$ cat src/rtl/vsbc_pkg.sv
package vsbc_pkg;

	localparam int VALUE_BITS = 64;
	localparam int GROUP_BITS = 7;
	localparam int GROUPS     = (VALUE_BITS + GROUP_BITS - 1) / GROUP_BITS;
	localparam int PAD_BITS   = GROUPS * GROUP_BITS;
	localparam int CNT_W      = $clog2(GROUPS + 1);

	localparam logic ACT_ENCODE  = 1'b0;
	localparam logic ACT_DECODE  = 1'b1;
	localparam logic KIND_BYTE   = 1'b0;
	localparam logic KIND_NUMBER = 1'b1;

	typedef struct packed {
		logic       busy;
		logic       emit;
		logic [7:0] code;
		logic       fin;
	} enc_stat_t;

endpackage

$ cat src/rtl/vsbc_enc.sv
module vsbc_enc import vsbc_pkg::*; (
	input  logic        clk,
	input  logic        arst_n,
	input  logic        start,
	input  logic [63:0] value,
	input  logic        advance,
	output enc_stat_t   stat
);

	logic [PAD_BITS-1:0]   sr_q;
	logic [CNT_W-1:0]      cnt_q;
	logic                  busy_q;
	logic                  skip_q;
	logic [GROUP_BITS-1:0] top;
	logic                  final_grp;
	logic                  skipping;

	assign top       = sr_q[PAD_BITS-1 -: GROUP_BITS];
	assign final_grp = (cnt_q == CNT_W'(1));
	// leading zero groups are shifted out without a word
	assign skipping  = skip_q && (top == '0) && !final_grp;

	assign stat.busy = busy_q;
	assign stat.emit = busy_q && !skipping;
	assign stat.code = {final_grp, top};
	assign stat.fin  = final_grp;

	always_ff @(posedge clk or negedge arst_n) begin
		if (!arst_n) begin
			busy_q <= 1'b0;
			skip_q <= 1'b0;
			cnt_q  <= '0;
		end else if (start) begin
			busy_q <= 1'b1;
			skip_q <= 1'b1;
			cnt_q  <= CNT_W'(GROUPS);
		end else if (busy_q) begin
			if (skipping) begin
				cnt_q <= cnt_q - CNT_W'(1);
			end else if (advance) begin
				cnt_q  <= cnt_q - CNT_W'(1);
				skip_q <= 1'b0;
				if (final_grp) begin
					busy_q <= 1'b0;
				end
			end
		end
	end

	always_ff @(posedge clk) begin
		if (start) begin
			sr_q <= PAD_BITS'(value[VALUE_BITS-1:0]);
		end else if (busy_q && (skipping || advance)) begin
			sr_q <= {sr_q[PAD_BITS-GROUP_BITS-1:0], {GROUP_BITS{1'b0}}};
		end
	end

endmodule

$ cat src/rtl/vsbc_dec.sv
module vsbc_dec import vsbc_pkg::*; (
	input  logic                  clk,
	input  logic                  arst_n,
	input  logic                  step,
	input  logic [7:0]            byte_in,
	output logic                  done,
	output logic [VALUE_BITS-1:0] number,
	output logic                  lost
);

	logic [VALUE_BITS-1:0] acc_q;
	logic                  lost_q;

	assign lost   = lost_q || (acc_q[VALUE_BITS-1 -: GROUP_BITS] != '0);
	assign number = {acc_q[VALUE_BITS-GROUP_BITS-1:0], byte_in[GROUP_BITS-1:0]};
	assign done   = step && byte_in[7];

	always_ff @(posedge clk or negedge arst_n) begin
		if (!arst_n) begin
			acc_q  <= '0;
			lost_q <= 1'b0;
		end else if (step) begin
			if (byte_in[7]) begin
				acc_q  <= '0;
				lost_q <= 1'b0;
			end else begin
				acc_q  <= number;
				lost_q <= lost;
			end
		end
	end

endmodule

$ cat src/rtl/varint_seven_bit_codec.sv
// channel   direction  handshake                   payload
// item      in         item_valid / item_stall     action, value_in, byte_in
// result    out        result_valid / result_stall kind, byte_out, value_out, last, overflow
//
// a decode word with bit 7 set leaves a number result
// an encode word loads a 70-bit digit shift register, then shifts out one 7-bit group
// per cycle; leading zero groups go without a word, other groups only when not stalled
// the encoder shift register sets the encode rate; a stalled result holds it
// arst_n clears the accumulator, the overflow flag and all valid state
module varint_seven_bit_codec import vsbc_pkg::*; (
	input  logic        clk,
	input  logic        arst_n,
	input  logic        item_valid,
	output logic        item_stall,
	input  logic        action,
	input  logic [63:0] value_in,
	input  logic [7:0]  byte_in,
	output logic        result_valid,
	input  logic        result_stall,
	output logic        kind,
	output logic [7:0]  byte_out,
	output logic [63:0] value_out,
	output logic        last,
	output logic        overflow
);

	enc_stat_t             enc_st;
	logic                  slot_free;
	logic                  item_acc;
	logic                  dec_done;
	logic [VALUE_BITS-1:0] dec_number;
	logic                  dec_lost;
	logic                  out_valid_q;
	logic                  kind_q;
	logic [7:0]            byte_q;
	logic [63:0]           value_q;
	logic                  last_q;
	logic                  ovf_q;

	assign slot_free  = !out_valid_q || !result_stall;
	assign item_stall = enc_st.busy || !slot_free;
	assign item_acc   = item_valid && !item_stall;

	vsbc_enc u_enc (
		.clk     (clk),
		.arst_n  (arst_n),
		.start   (item_acc && (action == ACT_ENCODE)),
		.value   (value_in),
		.advance (slot_free),
		.stat    (enc_st)
	);

	vsbc_dec u_dec (
		.clk     (clk),
		.arst_n  (arst_n),
		.step    (item_acc && (action == ACT_DECODE)),
		.byte_in (byte_in),
		.done    (dec_done),
		.number  (dec_number),
		.lost    (dec_lost)
	);

	always_ff @(posedge clk or negedge arst_n) begin
		if (!arst_n) begin
			out_valid_q <= 1'b0;
		end else if (slot_free) begin
			out_valid_q <= enc_st.emit || dec_done;
		end
	end

	always_ff @(posedge clk) begin
		if (slot_free && enc_st.emit) begin
			kind_q  <= KIND_BYTE;
			byte_q  <= enc_st.code;
			value_q <= '0;
			last_q  <= enc_st.fin;
			ovf_q   <= 1'b0;
		end else if (dec_done) begin
			kind_q  <= KIND_NUMBER;
			byte_q  <= '0;
			value_q <= 64'(dec_number);
			last_q  <= 1'b1;
			ovf_q   <= dec_lost;
		end
	end

	assign result_valid = out_valid_q;
	assign kind         = kind_q;
	assign byte_out     = byte_q;
	assign value_out    = value_q;
	assign last         = last_q;
	assign overflow     = ovf_q;

	a_stop_bit: assert property (@(posedge clk) disable iff (!arst_n)
		result_valid && (kind == KIND_BYTE) |-> (last == byte_out[7]))
		else $error("stop bit and last disagree");

	a_number_whole: assert property (@(posedge clk) disable iff (!arst_n)
		result_valid && (kind == KIND_NUMBER) |-> last && (byte_out == 8'd0))
		else $error("number result malformed");

	a_enc_blocks: assert property (@(posedge clk) disable iff (!arst_n)
		enc_st.busy |-> item_stall)
		else $error("item taken while encoding");

	a_enc_starts: assert property (@(posedge clk) disable iff (!arst_n)
		item_valid && !item_stall && (action == ACT_ENCODE) |=> enc_st.busy)
		else $error("encoder did not start");

endmodule

$ cat config.mk
export PLATFORM = sky130hd
export DESIGN_NAME = varint_seven_bit_codec
export DESIGN_NICKNAME = d
export VERILOG_FILES = /design/src/rtl/vsbc_pkg.sv /design/src/rtl/vsbc_enc.sv /design/src/rtl/vsbc_dec.sv /design/src/rtl/varint_seven_bit_codec.sv
export SDC_FILE = /design/constraint.sdc
export NUM_CORES = 1
export LEC_CHECK = 0
export BUFFER_PORTS_ARGS = -buffer_cell sky130_fd_sc_hd__buf_2
export CAP_MARGIN = 20
export CORE_UTILIZATION = 40
export CTS_BUF_LIST = sky130_fd_sc_hd__clkbuf_16
export DETAILED_ROUTE_END_ITERATION = 10
export GPL_TIMING_DRIVEN = 0
export PLACE_DENSITY_LB_ADDON = 0.12
export SLEW_MARGIN = 20
export SYNTH_ARGS = -nofsm -noshare
export SYNTH_HDL_FRONTEND = slang
export SYNTH_SLANG_ARGS = --single-unit
$ cat constraint.sdc
create_clock -name clk -period 6.12 [get_ports clk]
set_input_delay 1.224 -clock clk [delete_from_list [all_inputs] [get_ports clk]]
set_output_delay 1.224 -clock clk [all_outputs]
set_load 0.05 [all_outputs]
* Word level (Yosys, flattened, before mapping)
Cells that the tools add are included.
Word-level totals: flip-flop bits (word level) 217, bits of input ports 77, output and inout port bits 77
Operators by class: add/subtract/negate cells 1, equality and inequality tests 2, muxes and demuxes 21, bitwise gates (word level) 1, reductions and logical operators 29
Operator list (number):
- 64-bit two-way mux | 3
- 4-bit two-way mux | 4
- 8-bit two-way mux | 2
- 1-bit two-way mux | 12
- 1-bit logical AND | 9
- 2-bit nonzero test | 4
- 7-bit zero test | 1
- 7-bit nonzero test | 1
- 1-bit zero test | 6
- 1-bit logical OR | 5
- 4-bit by 1-bit == test with 1-bit output, second input constant | 1
- 4-bit by 1-bit subtractor with 4-bit output, second input constant | 1
- 3-bit AND reduction | 1
- 3-bit nonzero test | 1
- 2-bit by 1-bit inequality test with 1-bit output, second input constant | 1
- 2-bit AND reduction | 1
- 1-bit NOT | 1

* Logic depth before layout (Yosys ltp)
Gate-level depths: netlist of the first run.
depth after elaboration 10, gate-level depth with buffers 9, depth with buffers taken out 6

* Cells and area by module
A second synthesis of the first run with hierarchy kept.
Second synthesis, totals: cell total of the unflattened synthesis 760, area total of the unflattened synthesis 9355.2 µm²
By module, submodules not included:
- vsbc_enc | instances 1, cells an instance 201, area an instance 3320.7 µm²
- vsbc_dec | instances 1, cells an instance 318, area an instance 3263.1 µm²
- varint_seven_bit_codec | instances 1, cells an instance 241, area an instance 2771.4 µm²

* Least setup slack after synthesis of the first run
No wires, ideal clock.
kind in2reg, start point input port result_stall, end point register u_enc.sr_q[0], enable pin, arrival time 3553 ps, data required time 5697 ps, setup slack 2143 ps, cell stages on the path 6, path through and2_1 > or3_1 > clkbuf_4 > buf_8 > clkbuf_1 > nand2_1
On the way: longest elaborated chain between the ends 8
Ends and longest elaborated chain:
- start: declaration | RTL line varint_seven_bit_codec.sv:19 | input logic result_stall,
- 1-bit zero test * | RTL line varint_seven_bit_codec.sv:40 | assign slot_free = !out_valid_q || !result_stall;
- 1-bit logical OR * | RTL line varint_seven_bit_codec.sv:40
- 1-bit zero test | RTL line varint_seven_bit_codec.sv:41 | assign item_stall = enc_st.busy || !slot_free;
- 1-bit logical OR | RTL line varint_seven_bit_codec.sv:41
- 1-bit zero test | RTL line varint_seven_bit_codec.sv:42 | assign item_acc = item_valid && !item_stall;
- 1-bit logical AND | RTL line varint_seven_bit_codec.sv:42
- 1-bit logical AND | RTL line varint_seven_bit_codec.sv:47 | .start (item_acc && (action == ACT_ENCODE)),
- 2-bit nonzero test (no line) *
- end signal: assignment | RTL line vsbc_enc.sv:52 | sr_q <= PAD_BITS'(value[VALUE_BITS-1:0]);
- end signal: assignment | RTL line vsbc_enc.sv:54 | sr_q <= {sr_q[PAD_BITS-GROUP_BITS-1:0], {GROUP_BITS{1'b0}}};
- end: declaration | RTL line vsbc_enc.sv:10 | logic [PAD_BITS-1:0] sr_q;
Mark *: on every way between the ends. The rest lies on a longest branch, timed or not. A chain may end at the register's enable or synchronous reset.

* Worst setup path after layout of the first run
start point input port result_stall, end point output port item_stall
On the way: longest elaborated chain between the ends 4
Ends and longest elaborated chain:
- 1-bit zero test | RTL line varint_seven_bit_codec.sv:40
- 1-bit logical OR | RTL line varint_seven_bit_codec.sv:40
- 1-bit zero test | RTL line varint_seven_bit_codec.sv:41
- 1-bit logical OR | RTL line varint_seven_bit_codec.sv:41
- end: declaration | RTL line varint_seven_bit_codec.sv:14 | output logic item_stall,
No other way between the ends.

==> results of run 1 <==
[kinds of logic (layout without fill, tap and decap cells)]
family                     after synthesis  in the layout  share of synthesized area [%]
buffers and inverters                   70            269                           4.08
other                                    0              3                              0
muxes                                    2              2                          0.235
and+or+nand+nor                        483            483                           22.9
AOI/OAI and AO/OA                      142            142                           8.80
DFF                                    217            217                           63.7
adders and majority gates                2              2                          0.293
[area by class of cell]
type / count / share of cell area [%]
Sequential cell: 217 / 52.3
Multi-Input combinational cell: 629 / 26.5
Timing Repair Buffer: 155 / 7.78
Inverter: 10 / 0.361
Tap cell: 275 / 3.31
Clock buffer: 25 / 6.02
Clock inverter: 19 / 0.698
Buffer: 60 / 2.99
Antenna cell: 3 / 0.0722
[cell usage in the layout, fill, tap and decap left out, types with 2 or more instances in the layout]
master	instances
diode_2	3
buf_2	166
clkbuf_1	34
dfrtp_1	72
buf_4	3
and2_1	11
clkbuf_16	25
nor2_1	6
dfxtp_1	72
nand3_1	9
buf_1	2
ha_1	2
a21oi_1	61
buf_6	6
nor4_1	2
buf_12	2
clkinv_1	2
nand2b_1	2
inv_1	25
a21oi_2	3
nand2_1	434
edfxtp_1	73
mux2i_1	2
nor3_1	4
and3_1	4
o21ai_0	71
[Yosys cell counts, types with 3 or more instances]
library cell	instances	area, sq um
buf_2	14	70.1
edfxtp_1	73	2190
o21ai_0	71	355
buf_6	6	67.6
and3_1	4	25.0
and2_1	11	68.8
inv_1	9	33.8
dfxtp_1	72	1440
dfrtp_1	72	1800
a21oi_1	61	305
nand3_1	9	45.0
nor2_1	6	22.5
clkbuf_1	34	128
nand2_1	435	1630
nor3_1	4	20.0
a21oi_2	3	26.3
[worst min-delay path: stages (launching register included)]
cell and delay, ps:
dfxtp_1 300, nand2_1 50, a21oi_1 50
[worst max path at each step]
stage                            start  depth (start not counted)  slack, ps             end
after floorplan           result_stall                          6       2140   u_enc.sr_q[0]
after CTS                 result_stall                          4       3040      item_stall
final                     result_stall                          4       3040      item_stall
after global routing      result_stall                          4       2980      item_stall
after global placement    result_stall                          7       1140  u_enc.sr_q[36]
after detailed placement  result_stall                          8       2680   u_enc.sr_q[1]
[power by group]
group,total (mW),leakage [nW],internal (mW),switching (mW)
registers,2.17,2.28,1.97,0.191
logic,0.998,1.94,0.308,0.690
clock network,1.27,0.400,0.729,0.545
[sequential cells by signal, indices dropped and copies added (netlist names)]
name / cells
value_out: 64
overflow: 1
u_enc.skip_q: 1
byte_out: 8
last: 1
result_valid: 1
u_dec.acc_q: 64
u_enc.sr_q: 70
kind: 1
u_dec.lost_q: 1
u_enc.busy_q: 1
u_enc.cnt_q: 4
[per-stage QoR]
| stage | setup slack (ps) | area (sq um) | hold WS [ps] | utilization [%] | power, mW |
|---|---|---|---|---|---|
| after global placement | 1140 | 9640 | 439 | 46.0 | 3.19 |
| after CTS | 3040 | 10400 | 451 | 49.6 | 4.48 |
| after floorplan | 2140 | 8530 | 450 | - | 2.86 |
| final | 3040 | 10400 | 448 | 49.6 | 4.44 |
| after global routing | 2980 | 10400 | 464 | 49.6 | 4.68 |
| after detailed placement | 2680 | 9690 | 443 | 46.2 | 3.21 |
[metal layers]
metal,part of all wire [%],up-vias,global-route usage (%)
met5,0.059,-,0
met4,1.6,2,5.21
met3,6.3,22,4.63
met2,45,152,29.9
met1,47,2989,25.3
li1,-,3341,-
==> flow_summary.yaml, run 1 <==
floorplan:
  placeableCoreArea_sq_um: 21000
  std_cell_rows: 53
  initial_utilization_pct: 40.7
  chipWidth_microns: 148
  number_of_placed_i_o_pins: 154
  design.die.area_sq_um: 21900
  die_h_microns: 148
worst_setup_path:
  timing_worst_setup_path_type: "input pin to output pin"
  timing.critical_path.fanout_max: 6
  crit_path_cell_trace: "buf_2 > nand2_1 > nand2b_1 > buf_2"
  timing.critical_path.buf_inv: 2
  setup.worst_path.start_class: "input pin"
  worst_r2r_setup_slack_ps: 3570
  worstRegToRegCells: 7
  setup.worst_path.end_class: "output pin"
  cpPeakStageDelay_ps: 260
  crit_slowest_cell: "buf_2"
  cp.arrival_ps: 1860
  crit_required_ps: 4900
  critPathTopFamily: "buffers and inverters"
  crit_path_frequent_cell: "buf_2"
  rr_startpoint: "u_enc.cnt_q[1]"
  crit-reg2reg-capture: "u_enc.sr_q[34]"
clock_tree:
  clock_tree.root_cell: "clkbuf_16"
  cts.clk_slew.worst_paths_ps: 50
  cts-htree-levels: 1
  cts_tree: "done"
  clock-sinks: 217
  cts-resized-gates: 0
  post-cts-setup-buffer-count: 0
  cts.path.max_buffers: 3
  cts_bufs_inserted: 24
  postCtsHoldBufs: 0
  insertion_delay_ps: 510
route:
  dr_wl_cell_microns: 14.6
  totalWireLength_microns: 20300
  routed_via_density: 4.67
  first_pass_iters: 6
  num_vias: 6506
  detailed_route_drc_error_count: 0
  ant_nets: 0
  drt_iter0_drc: 288
layout:
  final.fill_count: 2076
  layout-drive-gt1-share_pct: 19.6
  multi_input_area_sq_um: 2750
  synthToLayoutAreaGrowth_pct: 21.9
  area.sequential_sq_um: 5440
  num-nets-final: 1176
  final_cells: 1393
synth:
  synth.yosys.warnings: 0
  synthesis.area_sq_um: 8530
  synth_edf_count: 73
  synthesis.area_per_instance_sq_um: 9.31
  synthFlopType: "edfxtp_1"
  synth_fp_nets: 995
  synthesis.instances: 916
  synth_seq_area_share_pct: 63.7
  synth_async_sr_flop_share_pct: 33.2
  synth.distinct_cells: 42
  postSynthRegisterBits: 217
timing:
  setup_viol: 0
  rsz0062_at_grt: "no"
  max_clock_freq_mhz: 324
  post-route-period-util_pct: 50.4
  relSlewSlack_pct: 60.4
  fin_crit_ps: 3080
  worst_pin_slew_ps: 589
  clock_skew_ps: 10.6
  finalMaxSlewViolations: 0
  sum_neg_setup_slack_ps: 0
  final_hold_viol_count: 0
power_and_ir_drop:
  pwr_density_cell_nw_per_um2: 427
  static-leakage-power_nw: 4.62
  peak_supply_drop_uv: 241
grt:
  grt_first_pass_wirelength_microns: 32200
  grt_max_degree: 41
  grt_antenna_before_repair: 4
  number_of_global_route_vias_before_repair: 6182
  gr-usage-all-layers_pct: 18.7
  grt-ovfl-total: 0
worst_hold_path:
  timing.hold.worst.class: "register to register"
  min_delay_path_depth: 2
  hold_path_startpoint: "value_out[61]"
  hold_path_end: "value_out[61]"
run:
  drv.max_cap_violation_count: 0
placement:
  hpwl_microns: 14400
  place.port_buffers: 153
  dp.cells: 1346
  place_congestion: 0.758
status:
  run_status: "finished, final reports clean"
Power figures use the tool's default switching activity.
==> run 2: changes to the inputs <==
Settings changed: ABC_AREA set to 1.
Clock period 6.12 ns to 2.75 ns, I/O delays scaled along.
==> flow_summary.yaml, run 2 <==
synth:
  synth_fp_nets: 920
  synthFlopType: "edfxtp_1"
  synthTopCellsByCount: "inv_1, nand2_1, edfxtp_1, nand3_1"
  synth_edf_count: 73
  post-synth-top-area-cell: "edfxtp_1"
  synth.yosys.warnings: 0
  synth_most_common_cell: "inv_1"
  synthesis.area_per_instance_sq_um: 10.4
  synthesis.area_sq_um: 8790
  postSynthRegisterBits: 217
  synth_top_cells_by_area: "edfxtp_1, dfrtp_1, dfxtp_1"
  synth.distinct_cells: 26
  synth_seq_area_share_pct: 61.8
  synth_async_sr_flop_share_pct: 33.2
  synthesis.instances: 841
  yosysTopAreaCellShare_pct: 24.9
grt:
  grt-ovfl-total: 0
  grt_antenna_before_repair: 2
  grt_max_degree: 41
  gr-usage-all-layers_pct: 18.4
  grt_first_pass_wirelength_microns: 32400
  number_of_global_route_vias_before_repair: 6202
route:
  ant_nets: 0
  routed_via_density: 4.75
  drt_iter0_drc: 313
  detailed_route_drc_error_count: 0
  num_vias: 6255
  totalWireLength_microns: 20200
  dr_wl_cell_microns: 15.3
  first_pass_iters: 4
worst_setup_path:
  timing_worst_setup_path_type: "register to register"
  crit_required_ps: 2920
  cp.arrival_ps: 2620
  timing.critical_path.fanout_max: 10
  cpPeakStageDelay_ps: 390
  crit_slowest_cell: "dfrtp_1"
  crit_path_frequent_cell: "nand3_1"
  worst_r2r_setup_slack_ps: 310
  setup.worst_path.end_class: "register"
  crit_path_cell_trace: "inv_1 > ha_1 > nand3_1 > nand3_1 > nand3_1 > buf_4 > buf_2 > nand2_1"
  worstRegToRegCells: 8
  setup.worst_path.start_class: "register"
placement:
  dp_worst_setup_slack_ps: 102
  place.port_buffers: 153
  place_congestion: 0.811
  hpwl_microns: 14500
  dp.cells: 1272
layout:
  largest_register_ff_count: 70
  synthToLayoutAreaGrowth_pct: 22.0
  largest-register: "u_enc.sr_q"
  final_core_utilization_pct: 50.4
  layout-drive-gt1-share_pct: 29.5
  final_cells: 1316
  final.fill_count: 2037
  mostFrequentLayoutCell: "buf_2"
  mostFrequentLayoutCells: "buf_2, inv_1, nand2_1, nand3_1, edfxtp_1"
  antenna-diode-count: 0
  num-nets-final: 1102
clock_tree:
  post-cts-setup-buffer-count: 0
  clock-sinks: 217
  cts-htree-levels: 1
  cts.path.max_buffers: 3
  clock_tree.root_cell: "clkbuf_16"
  cts_tree: "done"
  cts_bufs_inserted: 24
  cts-resized-gates: 0
  postCtsHoldBufs: 0
  cts.clk_slew.worst_paths_ps: 60
  insertion_delay_ps: 510
timing:
  finalMaxSlewViolations: 0
  relSlewSlack_pct: 65.5
  setup_viol: 0
  fin_crit_ps: 2440
  clock_skew_ps: 14.1
  finalHoldWorstSlack_ps: 1.87
  worst_pin_slew_ps: 517
  final_hold_viol_count: 0
  max_clock_freq_mhz: 409
  rsz0062_at_grt: "no"
  finalWorstSetupSlack_ps: 307
  post-route-period-util_pct: 88.8
run:
  drv.max_cap_violation_count: 0
power_and_ir_drop:
  totalPowerFinal_mw: 12.6
  pwr_density_cell_nw_per_um2: 1170
  static-leakage-power_nw: 5.20
  peak_supply_drop_uv: 543
floorplan:
  initial_utilization_pct: 41.3
  number_of_placed_i_o_pins: 154
  design.die.area_sq_um: 22600
  chipWidth_microns: 150
  placeableCoreArea_sq_um: 21300
  die_h_microns: 150
  std_cell_rows: 53
status:
  run_status: "finished, final reports clean"
worst_hold_path:
  timing.hold.worst.class: "input pin to asynchronous set/reset pin"
==> run 2: cell types whose count changed after synthesis, sizes merged, moves of 17 or more <==
| cell | change |
|---|---|
| nand2 | -336 |
| inv | +154 |
| nand3 | +64 |
| o211ai | +63 |
| a21oi | -58 |
| mux2 | +57 |
| clkbuf | -24 |
| buf | +17 |
| nor2 | +17 |
==> run 2: worst max-delay path, delay by kind of cell (launching register included) <==
kind / cells / cell delay [ps]
simple gates: 4 / 960
buf+inv: 3 / 610
flops: 1 / 390
fa+ha+maj: 1 / 140
==> run 2: cell families (layout without fill, tap and decap cells) <==
logic type / Yosys count / count (layout) / synth area share (%)
AO/OA/AOI/OAI: 144 / 144 / 10.2
flip-flops: 217 / 217 / 61.8
adder cells (fa/ha/maj): 2 / 2 / 0.285
multiplexers: 57 / 57 / 7.30
buffers and inverters: 217 / 417 / 10.2
XOR/XNOR: 1 / 1 / 0.0997
AND/OR/NAND/NOR: 203 / 203 / 10.1
==> run 2: per-stage QoR <==
stage               area [sq um]  TNS [ps]
CTS                        10700         0
global placement            9900    -52860
global route               10700         0
detailed placement          9970         0
floorplan                   8790         0
finish                     10700         0
==> run 2: per-layer routing <==
| layer | part of all wire (%) | track usage, % | vias to the layer above |
|---|---|---|---|
| met4 | 2.2 | 4.80 | 4 |
| met5 | 0.12 | 0 | - |
| met1 | 45 | 24.0 | 2921 |
| li1 | - | - | 3146 |
| met2 | 47 | 30.0 | 149 |
| met3 | 6.2 | 5.21 | 35 |
==> run 2: area by class of cell <==
type / count / area [sq um] / share of cell area (%)
sequential: 217 / 5440 / 50.7
multi-input combinational: 407 / 2460 / 22.9
timing repair buffer: 156 / 836 / 7.80
clock buffer: 26 / 651 / 6.07
inverter: 164 / 619 / 5.78
tap: 275 / 344 / 3.21
buffer: 53 / 282 / 2.63
clock inverter: 18 / 96.3 / 0.899
==> run 2: where the power goes <==
part | total, mW | switching [mW] | leakage [nW] | internal [mW]
registers | 5.49 | 0.566 | 2.24 | 4.92
logic | 4.06 | 2.79 | 2.55 | 1.27
clock network | 3.03 | 1.25 | 0.401 | 1.78
total | 12.6 | 4.60 | 5.20 | 7.97
==> run 2: worst paths after layout <==
check	to	start
worst max-delay path	byte_out[6]	u_enc.cnt_q[1]
worst min-delay path	u_enc.cnt_q[2]	arst_n
worst max register to register	byte_out[6]	u_enc.cnt_q[1]
worst min register to register	kind	kind
max in group asynchronous	u_dec.acc_q[26]	arst_n
min in group clk	u_dec.acc_q[5]	byte_in[5]
